`src/chs_ram.sv`:
```
// ----------------------------------------------------------------------------
// Coordinate hash set RAM
// Generic simple dual-port RAM: one write port, one read port, registered read.
// ----------------------------------------------------------------------------
module chs_ram #(
  parameter int WIDTH = 8,
  parameter int DEPTH = 16
) (
  input  logic                     clk,
  input  logic                     wr_en,
  input  logic [$clog2(DEPTH)-1:0] wr_addr,
  input  logic [WIDTH-1:0]         wr_data,
  input  logic                     rd_en,
  input  logic [$clog2(DEPTH)-1:0] rd_addr,
  output logic [WIDTH-1:0]         rd_data
);

  logic [WIDTH-1:0] mem [DEPTH];
  logic [WIDTH-1:0] rd_data_r;

  always_ff @(posedge clk) begin
    if (wr_en) begin
      mem[wr_addr] <= wr_data;
    end
    if (rd_en) begin
      rd_data_r <= mem[rd_addr];
    end
  end

  assign rd_data = rd_data_r;

endmodule

```
`config.mk`:
```
export PLATFORM = sky130hd
export DESIGN_NAME = chs_ram
export DESIGN_NICKNAME = d
export VERILOG_FILES = /design/src/chs_ram.sv
export SDC_FILE = /design/constraint.sdc
export NUM_CORES = 1
export LEC_CHECK = 0
export ABC_AREA = 1
export BUFFER_PORTS_ARGS = -buffer_cell sky130_fd_sc_hd__buf_4
export CORE_MARGIN = 2
export CORE_UTILIZATION = 55
export CTS_CLUSTER_DIAMETER = 40
export CTS_CLUSTER_SIZE = 25
export DETAILED_ROUTE_END_ITERATION = 8
export GPL_TIMING_DRIVEN = 0
export PLACE_DENSITY_LB_ADDON = 0.12
export SLEW_MARGIN = 20
export SYNTH_ARGS = -nofsm -noshare
export SYNTH_HDL_FRONTEND = slang
export SYNTH_SLANG_ARGS = --single-unit
```
`constraint.sdc`:
```
create_clock -name clk -period 1.94 [get_ports clk]
set_input_delay 0.582 -clock clk [delete_from_list [all_inputs] [get_ports clk]]
set_output_delay 0.582 -clock clk [all_outputs]
set_load 0.005 [all_outputs]
```
### After elaboration in Yosys (flattened, before gate mapping)

Memories as Yosys holds them, arrays and structs flattened. A register that Yosys moved wholly into a read port is not among the register bits.
Index checks and enable logic that the tools add are counted.

* flip-flop bits (word level): 0
* output and inout port bits: 8
* input port bits: 19
* memories: 1
* memory bits (writable): 128
* word-level logic and storage cells: 3

* muxes and demuxes: 2

Memories
* mem: depth 16, bits a word 8, rd ports 1, clocked after Yosys merged registers in 1, wr ports 1, line 18 `logic [WIDTH-1:0] mem [DEPTH];`

Operator list (count)
* $mux W1: 2

### Logic depth before layout (Yosys ltp)

* depth in word-level cells: 2
* mapped depth: 8
* mapped depth without buffers: 7

### Least setup slack after synthesis

Ideal clock, no wire load.

* kind: input port to flip-flop
* from: in wr_addr[2]
* to: mem mem[10][0] (enable)
* slack: 407 ps
* path buffers: 0
* stages on the path: 2
* arrival: 1163 ps
* setup time: 370 ps
* cells stage by stage: nand3b_1 > nor2_1

RTL lines
* from (decl): line 11 `input logic [$clog2(DEPTH)-1:0] wr_addr,`
* to (decl): line 18

Straight into the memory's write port.

### Final worst setup path

* from: reg rd_data_r[1], in the netlist rd_data[1], read port of mem
* to: out rd_data[1]

RTL lines
* from (decl): line 19 `logic [WIDTH-1:0] rd_data_r;`
* to (decl): line 15 `output logic [WIDTH-1:0] rd_data`

No word-level cell between the ends.

==> impl_metrics.csv <==
group,metric,value,unit
detailed_routing,drt_iter0_markers,430,
sta,period_share,84.6,%
global_route,grt_pass1_vias,3790,
cells_and_area,area_growth,16.9,%
yosys,ys_ff_latch,136,
cts,cts_max_path_buffers,2,
cts,cts_tree,"yes",
power_and_ir_drop,power.density,1060,mW/mm^2
yosys,syn_nets,570,
floorplanning,io_pins,27,
worst_setup_path,path_max_fanout,1,
detailed_routing,drt-met1-wl,5.77,mm
sta,relSlewSlack,34.4,%
cts,cts.sinks,136,
hold_path,hold_class,"in -> reg",
sta,finalHoldViolCount,0,
detailed_routing,route.met3.wl,1.49,mm
global_route,antenna_found_initial,0,
cells_and_area,register_area,0.00408,mm^2
worst_setup_path,crit_type,"reg -> out",
yosys,syn_inst,551,
cells_and_area,multi_input_area,0.00121,mm^2
sta,skew,0.00685,ns
global_route,grt_max_degree,17,
power_and_ir_drop,leakagePower,2.95,nW
place,dp_slack,-0.182,ns
worst_setup_path,cp.required,1.36,ns
floorplanning,dieArea,0.0115,mm^2
detailed_routing,post-route-drc-count,0,
floorplanning,core_area,0.0103,mm^2
worst_setup_path,start_kind,"register",
sta,fin_ws,0.298,ns
worst_setup_path,critical_path.cell_chain,"buf_4",
run_status,status,"complete, no violations",
global_route,gr-usage-all-layers,26.6,%
detailed_routing,drt_wl_total,14.2,mm
detailed_routing,wl_per_cell,19.1,um
job,max_cap_viol_count,0,
detailed_routing,ant_nets,0,
yosys,syn_area_per_cell,10.6,um^2
floorplanning,die_y,107,um
sta,finalSetupViolCount,0,
sta,hold_ws,0.329,ns
floorplanning,start_util,56.6,%
sta,fin_crit,1.64,ns
sta,max_clock_freq,609,MHz
yosys,yosysWarnings,0,
floorplanning,die_x,107,um
worst_setup_path,worst_path_largest_cell_delay,0.38,ns
worst_setup_path,critical-path-top-delay-family,"flip-flops",
yosys,yosysTopAreaCellShare,69.8,%
cts,hold_buffers,0,
cells_and_area,mostFrequentLayoutCells,"173 x nand2_1, 136 x edfxtp_1, 100 x inv_1, 97 x nand3_1, 27 x buf_4",
cells_and_area,fin_nets,612,
yosys,yosys.area.top_type,"edfxtp_1",
cells_and_area,final_common_cell,"nand2_1",
yosys,synth_cell_types,11,
sta,tightest_slew,0.980,ns
cts,htreeDepth,4,
place,gp_congestion,0.883,
power_and_ir_drop,ir_drop,0.556,mV
cts,cts_root_buffer,"clkbuf_8",
yosys,ys_top_cells_by_area,"edfxtp_1 70%, nand2_1 11%, nand3_1 8.3%",
detailed_routing,dr_wl_met2,6.56,mm
cts,clk_pin_slew,0.06,ns
sta,rsz0062_at_grt,"false",
worst_setup_path,slowest_stage,"edfxtp_1",
detailed_routing,vias,4002,
cts,clkLatencyLatePin,0.54,ns
worst_setup_path,setup.worst_path.end_class,"output pin",
worst_setup_path,cp.buffers_inverters,1,
global_route,grt-ovfl-total,0,
place,portBuffers,23,
cts,cts_buffers,17,
cts,post_cts_buffers,0,
sta,report.final.slew_viol_count,0,
global_route,grt_pass1_wl,21.4,mm
cells_and_area,drive_gt1_share,12.7,%
worst_setup_path,arrival,1.06,ns
floorplanning,fp-row-count,37,
detailed_routing,dr.pass1.iters,7,
detailed_routing,via_per_inst,5.39,
cells_and_area,num-fill-cells,781,
cts,post_cts_resize_count,0,
yosys,syn_area,0.00585,mm^2
cells_and_area,antenna_cells,0,
place,dpl.hpwl,8.89,mm
detailed_routing,highest_layer,"met4",
yosys,yosysSeqAreaShare,69.8,%
[per-layer routing]
| layer | vias to the layer above | global-route usage [%] |
|---|---|---|
| li1 | 1868 | - |
| met3 | 29 | 6.20 |
| met4 | 0 | 10.9 |
| met1 | 1877 | 37.5 |
| met2 | 228 | 40.2 |
| met5 | - | 0 |
[power by group]
group	internal, W	switching (W)	leakage, nW
registers	0.00331	0.0000158	1.24
clock network	0.00233	0.00117	0.306
logic	0.000139	0.000307	1.41
total	0.00578	0.00149	2.95
[sequential cells by signal, indices dropped and copies added, names as in the netlist]
register / flops
rd_data: 8
mem: 128
[worst paths after layout]
check / from / to / slack [ns] / cells after the start
worst min-delay path: rd_en / rd_data[0] / 0.33 / 1
worst min register to register: mem[7][4] / rd_data[4] / 0.79 / 6
worst max-delay path: rd_data[1] / rd_data[1] / 0.30 / 1
worst max register to register: mem[9][4] / rd_data[4] / 0.78 / 6
[synthesized netlist by cell type, drive strengths merged]
library cell  number
inv              102
nand3b             2
edfxtp           136
nor2              17
nand3             97
buf               24
nand2            173
[kinds of logic after synthesis]
logic type	Yosys count	share of synthesized area, %
simple gates	289	20.8
buf+inv	126	9.39
flops	136	69.8
[worst reg2reg max path: stages (launching register included)]
cell and delay (ns):
edfxtp_1 0.38, inv_1 0.08, nand2_1 0.06, nand3_1 0.11, nand3_1 0.08, nand3_1 0.12, nand2_1 0.08
[layout make-up]
cell class                 instances  area share [%]
buffer                            24            2.43
clock buffer                      18            6.11
clock inverter                    14            3.35
inverter                         102            5.60
multi-input combinational        289            17.8
sequential                       136            59.7
tap                              136            2.49
timing repair buffer              23            2.53
[per-stage QoR]
stage          TNS, ns  instance area [um^2]  utilization (%)  instances  power, W
2_1_floorplan        0                  5850                -        551   0.00362
3_3_place_gp     -5.69                  6190             60.0        710   0.00381
3_5_place_dp     -7.53                  6190             60.0        710   0.00382
4_1_cts              0                  6840             66.2        742   0.00728
5_1_grt              0                  6840             66.2        742   0.00746
6_report             0                  6840             66.2        742   0.00728
Note: power is estimated with default switching activity, not from simulation.
