==> config.mk <==
export PLATFORM = sky130hd
export DESIGN_NAME = chs_hash
export DESIGN_NICKNAME = d
export VERILOG_FILES = /design/src/chs_pkg.sv /design/src/chs_hash.sv
export SDC_FILE = /design/constraint.sdc
export NUM_CORES = 1
export LEC_CHECK = 0
export BUFFER_PORTS_ARGS = -buffer_cell sky130_fd_sc_hd__buf_2
export CAP_MARGIN = 25
export CORE_MARGIN = 5
export CORE_UTILIZATION = 54
export CTS_BUF_LIST = sky130_fd_sc_hd__clkbuf_2
export DETAILED_ROUTE_END_ITERATION = 8
export GPL_TIMING_DRIVEN = 0
export HOLD_SLACK_MARGIN = 0.08
export PLACE_DENSITY = 0.83
export RECOVER_POWER = 25
export SLEW_MARGIN = 20
export SYNTH_ARGS = -nofsm -noshare
export SYNTH_HDL_FRONTEND = slang
export SYNTH_SLANG_ARGS = --single-unit
==> constraint.sdc <==
create_clock -name clk -period 8.2 [get_ports clk]
set_clock_uncertainty 0.2 [all_clocks]
set_input_delay 0.82 -clock clk [delete_from_list [all_inputs] [get_ports clk]]
set_output_delay 0.82 -clock clk [all_outputs]
set_load 0.03 [all_outputs]
==> src/chs_pkg.sv <==
// ----------------------------------------------------------------------------
// Coordinate hash set package
// Command and status codes, hash multipliers and the stored slot layout.
// ----------------------------------------------------------------------------
package chs_pkg;

  typedef enum logic [1:0] {
    CMD_INSERT = 2'd0,
    CMD_DELETE = 2'd1,
    CMD_LOOKUP = 2'd2,
    CMD_CLEAR  = 2'd3
  } cmd_t;

  localparam logic [1:0] ST_OK     = 2'd0;
  localparam logic [1:0] ST_ABSENT = 2'd1;
  localparam logic [1:0] ST_FULL   = 2'd2;

  localparam logic [63:0] HASH_MUL_X = 64'h114a_efbc_97f1_8777;
  localparam logic [63:0] HASH_MUL_Y = 64'h2a74_8ed2_2de1_45df;

  localparam logic [63:0] ALL_ONES = 64'hffff_ffff_ffff_ffff;

  // One table slot as held in the slot memory.
  typedef struct packed {
    logic        valid;
    logic [63:0] x;
    logic [63:0] y;
    logic [31:0] shade;
    logic [63:0] tag;
  } slot_t;

endpackage

==> src/chs_hash.sv <==
// ----------------------------------------------------------------------------
// Coordinate hash set hash unit
// Forms (x*K1 + y*K2) mod 2^64 from six 32x32 products, then reduces it
// modulo the table depth.
// ----------------------------------------------------------------------------
module chs_hash #(
  parameter int TABLE_DEPTH = 1024
) (
  input  logic                           clk,
  input  logic                           rst_n,
  input  logic                           start,
  input  logic [63:0]                    coord_x,
  input  logic [63:0]                    coord_y,
  output logic                           done,
  output logic [$clog2(TABLE_DEPTH)-1:0] slot_idx
);

  localparam int IDX_W = $clog2(TABLE_DEPTH);
  localparam int REM_W = IDX_W + 1;
  localparam bit IS_POW2 = (TABLE_DEPTH & (TABLE_DEPTH - 1)) == 0;
  localparam logic [REM_W-1:0] DEPTH_R = REM_W'(TABLE_DEPTH);
  localparam logic [2:0] LAST_STEP = 3'd6;
  localparam logic [3:0] LAST_CHUNK = 4'hf;

  typedef enum logic [1:0] {
    H_IDLE,
    H_MUL,
    H_RED
  } hstate_t;

  hstate_t          state_r;
  logic [63:0]      x_r;
  logic [63:0]      y_r;
  logic [2:0]       step_r;
  logic [63:0]      prod_r;
  logic             psh_r;
  logic             pvalid_r;
  logic [63:0]      acc_r;
  logic [REM_W-1:0] rem_r;
  logic [3:0]       chunk_r;
  logic             done_r;
  logic [IDX_W-1:0] idx_r;

  logic [31:0]      op_a;
  logic [31:0]      op_b;
  logic             op_sh;
  logic [63:0]      mul_prod;
  logic [63:0]      term;
  logic [REM_W-1:0] rem_nxt;

  // Low 64 bits of a 64x64 product: lo*lo plus both cross terms moved up.
  always_comb begin
    op_a  = x_r[31:0];
    op_b  = chs_pkg::HASH_MUL_X[31:0];
    op_sh = 1'b0;
    case (step_r)
      3'd0: begin
        op_a = x_r[31:0];
        op_b = chs_pkg::HASH_MUL_X[31:0];
      end
      3'd1: begin
        op_a = x_r[63:32];
        op_b = chs_pkg::HASH_MUL_X[31:0];
      end
      3'd2: begin
        op_a = x_r[31:0];
        op_b = chs_pkg::HASH_MUL_X[63:32];
      end
      3'd3: begin
        op_a = y_r[31:0];
        op_b = chs_pkg::HASH_MUL_Y[31:0];
      end
      3'd4: begin
        op_a = y_r[63:32];
        op_b = chs_pkg::HASH_MUL_Y[31:0];
      end
      3'd5: begin
        op_a = y_r[31:0];
        op_b = chs_pkg::HASH_MUL_Y[63:32];
      end
      default: begin
        op_a = x_r[31:0];
        op_b = chs_pkg::HASH_MUL_X[31:0];
      end
    endcase
    case (step_r) inside
      3'd1, 3'd2, 3'd4, 3'd5: op_sh = 1'b1;
      default:                op_sh = 1'b0;
    endcase
  end

  assign mul_prod = 64'(op_a) * 64'(op_b);
  assign term     = psh_r ? {prod_r[31:0], 32'd0} : prod_r;

  // Four bits of restoring remainder per cycle, most significant first.
  always_comb begin
    rem_nxt = rem_r;
    for (int i = 0; i < 4; i++) begin
      rem_nxt = {rem_nxt[REM_W-2:0], acc_r[63-i]};
      if (rem_nxt >= DEPTH_R) begin
        rem_nxt = rem_nxt - DEPTH_R;
      end
    end
  end

  always_ff @(posedge clk) begin
    if (!rst_n) begin
      state_r  <= H_IDLE;
      pvalid_r <= 1'b0;
      done_r   <= 1'b0;
    end else begin
      done_r <= 1'b0;
      unique case (state_r)
        H_IDLE: begin
          if (start) begin
            x_r      <= coord_x;
            y_r      <= coord_y;
            step_r   <= '0;
            acc_r    <= '0;
            pvalid_r <= 1'b0;
            rem_r    <= '0;
            chunk_r  <= '0;
            state_r  <= H_MUL;
          end
        end
        H_MUL: begin
          if (step_r != LAST_STEP) begin
            prod_r <= mul_prod;
            psh_r  <= op_sh;
            step_r <= step_r + 3'd1;
          end else begin
            state_r <= H_RED;
          end
          pvalid_r <= step_r != LAST_STEP;
          if (pvalid_r) begin
            acc_r <= acc_r + term;
          end
        end
        H_RED: begin
          if (IS_POW2) begin
            idx_r   <= acc_r[IDX_W-1:0];
            done_r  <= 1'b1;
            state_r <= H_IDLE;
          end else begin
            rem_r   <= rem_nxt;
            acc_r   <= {acc_r[59:0], 4'd0};
            chunk_r <= chunk_r + 4'd1;
            if (chunk_r == LAST_CHUNK) begin
              idx_r   <= rem_nxt[IDX_W-1:0];
              done_r  <= 1'b1;
              state_r <= H_IDLE;
            end
          end
        end
        default: state_r <= H_IDLE;
      endcase
    end
  end

  assign done     = done_r;
  assign slot_idx = idx_r;

endmodule

; Word level (Yosys, flattened, before mapping)
; Index checks and enable logic that the tools add are counted.
[totals]
regBits = 274
wordCells = 53
in_bits = 131
[classes]
add_sub_neg = 2
muxes = 16
eq_ne = 12
n_reduce_logical = 12
multipliers = 1
[ops]
columns = op, n
row1 = $mux W64, 3
row2 = $pmux W32 S3, 2
row3 = $pmux W64 S2, 1
row4 = $add A64 B64 Y64, 1
row5 = $mul A32 B32 Y64, 1
row6 = $ne A2 B2 Y1 const B, 4
row7 = $reduce_and A4 Y1, 2
row8 = $eq A3 B2 Y1 const B, 2
row9 = $eq A3 B3 Y1 const B, 2
row10 = $mux W3, 2
row11 = $pmux W3 S2, 1
row12 = $reduce_and A2 Y1, 3
row13 = $reduce_and A3 Y1, 2
row14 = $mux W2, 2
row15 = $pmux W2 S2, 1
row16 = $reduce_or A2 Y1, 2
row17 = $reduce_or A4 Y1, 1
row18 = $add A3 B1 Y3 const B, 1
row19 = $eq A3 B1 Y1 const B, 1
row20 = $mux W1, 3
row21 = $ne A3 B3 Y1 const B, 1
row22 = $eq A2 B1 Y1 const B, 1
row23 = $eq A2 B2 Y1 const B, 1
row24 = $logic_not A2 Y1, 1
row25 = 2 further kinds, 2

; Depth between registers and ports, before layout
[depth]
depth_word = 4
ltp_mapped = 25
depth_no_buf = 23

; Worst setup path before layout
; OpenSTA, ideal clock, no wires.
[synth_path]
path_type = reg-to-reg
startpoint = register step_r[1]
endpoint = register prod_r[9] (data pin)
n_path_buf = 2
setup_slack_ns = 1.768
stages_incl_launch_ff = 23
arrival_time_ns = 5.965
setup_ns = 0.268
cell_sequence = edfxtp_1 -> inv_1 -> ha_1 -> buf_2 -> buf_1 -> a32oi_1 -> a211oi_1 -> a21oi_1 -> or2_2 -> fa_1 -> fa_1 -> fa_1 -> inv_1 -> ha_1 -> ha_1 -> ha_1 -> ha_1 -> fa_1 -> ha_1 -> a21oi_1 -> xnor2_1 -> xnor2_1 -> xnor3_1
[synth_via]
elab_chain_len = 4
elab_cells_between_ends = 10
cone_classes = 1 x mul / 5 x eq/ne / 2 x mux / 2 x reduce/logical
[synth_rtl]
columns = element, line
row1 = "start, declared", chs_hash.sv:34  ; logic [2:0] step_r;
row2 = "start signal, assigned", chs_hash.sv:130  ; step_r <= step_r + 3'd1;
row3 = $eq A3 B3 Y1 or $eq A3 B2 Y1 (tied branches), chs_hash.sv:56  ; case (step_r)
row4 = $reduce_or A2 Y1 (no source line), -
row5 = $pmux W32 S3, chs_hash.sv:56
row6 = $mul A32 B32 Y64 (*), chs_hash.sv:92  ; assign mul_prod = 64'(op_a) * 64'(op_b);
row7 = via mul_prod[9], chs_hash.sv:47  ; logic [63:0] mul_prod;
row8 = "end signal, assigned", chs_hash.sv:128  ; prod_r <= mul_prod;
row9 = "end, declared", chs_hash.sv:35  ; logic [63:0] prod_r;
; The timed path passes the listed nets; every way through them passes the cells marked *.
; A chain may end at the register's enable or synchronous reset.

; Worst setup path in the final report
; Same ends and word-level chain as after synthesis.

==> impl_metrics.json <==
{
  "outcome": "finished, final reports clean",
  "finalSetupViolations": 0,
  "cts_tree": "yes",
  "setup_ws_ps": 914,
  "dp_hpwl_mm": 7.41,
  "cp.arrival_ps": 7360,
  "pwr-share-seq_pct": 29.7,
  "dieArea_um2": 11100,
  "critPathRequiredTime_ps": 8280,
  "synthCells": 430,
  "avgSynthCellArea_um2": 11.4,
  "startpoint_type": "flip-flop",
  "pre_cts_slack_ps": 978,
  "clk_pin_slew_worst_paths_ps": 230,
  "period_share_pct": 88.8,
  "rows": 34,
  "postCtsSetupBuffers": 0,
  "wirelength_mm": 9.25,
  "drc": 0,
  "fin_setup_tns_ps": 0,
  "seq_area_frac_synth_pct": 46.9,
  "drv_cap": 0,
  "rsz0062_at_grt": "no",
  "yosysTopAreaCell": "edfxtp_1",
  "track_usage_pct": 17.8,
  "dr.pass1.iters": 5,
  "hold_violations": 0,
  "io-pin-count": 142,
  "fin_cells": 608,
  "drive_gt1_share_pct": 18.4,
  "synthTopCellsByArea": "edfxtp_1, ha_1, fa_1, xnor2_1, nor2_1",
  "final_common_cell": "edfxtp_1",
  "numPlacedInstances": 592,
  "mostFrequentLayoutCells": "edfxtp_1, buf_2, ha_1",
  "worstPathMaxFanout": 10,
  "slew_headroom_pct": 34.0,
  "diodes": 0,
  "clkLatencyLatePin_ps": 520,
  "dieHeight_um": 105,
  "grt_max_degree": 31,
  "cts.root.buffer_cell": "clkbuf_2",
  "gp_congestion": 0.869,
  "ant_nets": 0,
  "async_flop_share_pct": 0,
  "syn_nets": 627,
  "die_w_um": 105,
  "pwr-share-clk_pct": 11.0,
  "overflow": 0,
  "p_switching_uw": 659,
  "synth_cell_type_count": 54,
  "ys.warnings.count": 0,
  "finalMaxSlewViolations": 0,
  "intPower_uw": 1140,
  "synth_edf_count": 74,
  "hold_path_class": "input pin to flip-flop",
  "cts_made_buffers": 9,
  "clock-sinks": 78,
  "cts_buffer_depth": 2,
  "grt_pass1_vias": 3500,
  "htree_levels": 3,
  "grt_pass1_wl_mm": 16.0,
  "wl_per_cell_um": 15.2,
  "post_drt_via_cell_ratio": 5.39,
  "drt_iter0_drc": 159,
  "max_freq_mhz": 137,
  "fin_crit_ps": 7290,
  "coreArea_um2": 8810,
  "antenna_found_initial": 0,
  "initial_utilization_pct": 55.7,
  "worstSetupPathType": "flip-flop to flip-flop",
  "area_delta_synth_final_pct": 11.1,
  "nets": 692,
  "via_count": 3278,
  "netSwitchingFraction_pct": 36.7,
  "holdWs_ps": 254,
  "p_leak_uw": 0.00228,
  "cts-hold-fix-buffers": 0,
  "port_buffers": 53,
  "worst_pin_slew_ps": 990,
  "synth_ff_type": "edfxtp_1",
  "yosys.area.top_type_share_pct": 45.3,
  "cts_resized": 0,
  "endpoint_kind": "flip-flop",
  "utilization_pct": 61.9,
  "nFillCells": 695,
  "combPwrFrac_pct": 59.4,
  "vdd_drop_max_v": 0.000241,
  "synth_seq_cells": 78,
  "netlist_area_um2": 4910,
  "p_per_area_nw_per_um2": 330
}
## worst max-delay path, stage by stage, from the launching register on
cell      delay, ps
edfxtp_1        570
inv_1           170
ha_1            160
buf_2           220
buf_1           420
a32oi_1         140
a211oi_1        300
a21oi_1         160
or2_2           330
fa_1            480
fa_1            520
fa_1            550
inv_1            40
ha_1            270
ha_1            290
ha_1            280
ha_1            320
fa_1            440
xnor2_1         160
xnor2_1         320
xnor2_1         180
xnor2_1         140
xnor3_1         410
## cell usage after synthesis (3+ instances only)
library cell,count
a21boi_1,3
a21o_1,3
a21oi_1,17
a22oi_1,3
and2_1,7
buf_2,4
clkbuf_1,4
dfxtp_1,4
edfxtp_1,74
fa_1,21
ha_1,45
inv_1,39
inv_2,4
nand2_1,33
nand2b_1,10
nand3_1,8
nor2_1,41
nor2b_1,14
nor3_1,6
o211ai_1,3
o21ai_0,7
o21ai_1,11
o21ai_2,3
or2_2,3
xnor2_1,22
xor2_1,5
## cell families after synthesis
| kind of cell | after synthesis | share of synthesized area (%) |
|---|---|---|
| simple gates | 130 | 12.5 |
| flops | 78 | 46.9 |
| compound gates | 72 | 9.94 |
| fa+ha+maj | 66 | 20.0 |
| buf+inv | 53 | 4.23 |
| xor+xnor | 29 | 5.61 |
| mux | 2 | 0.765 |
## sequential cells by signal, indices dropped and copies added (netlist names), 2 cells and up
| signal | cells |
|---|---|
| acc_r | 10 |
| prod_r | 10 |
| slot_idx | 10 |
| state_r | 2 |
| step_r | 3 |
| x_r | 20 |
| y_r | 20 |
## worst paths after layout
| check | startpoint | endpoint | slack [ps] | cells after the start |
|---|---|---|---|---|
| min reg2reg | pvalid_r | pvalid_r | 290 | 2 |
| max reg2reg | step_r[1] | prod_r[9] | 910 | 22 |
| min | coord_x[38] | x_r[38] | 250 | 1 |
| max | step_r[1] | prod_r[9] | 910 | 22 |
## power groups by stage
stage	clock network [uW]	registers (uW)	logic [uW]
3_5_place_dp	0	543	1070
4_1_cts	202	534	1090
3_3_place_gp	0	542	1020
2_1_floorplan	0	540	865
5_1_grt	216	537	1230
6_report	198	534	1070
## final cells by class
cell class	count	area, um2	share of cell area [%]
inverters	43	161	2.96
multi-input cells	299	2410	44.2
well taps	108	135	2.48
repair buffers	54	293	5.37
clock inverters	6	53.8	0.987
flip-flops and latches	78	2300	42.2
clock buffers	10	50.0	0.918
plain buffers	10	46.3	0.849
## through the flow
stage,cell area [um2],total power [uW]
after global routing,5450,1980
final,5450,1800
after CTS,5450,1820
after floorplan,4910,1400
after global placement,5310,1570
after detailed placement,5340,1610
## per-layer routing
layer  vias to the layer above  track usage [%]  routed length [um]
met5                         -                0                   0
met1                      1526             20.9                3800
met3                        19             3.61                 486
met4                         0             6.65                 231
li1                       1630                -                   -
met2                       103             32.2                4730
Note: power is estimated with default switching activity, not from simulation.
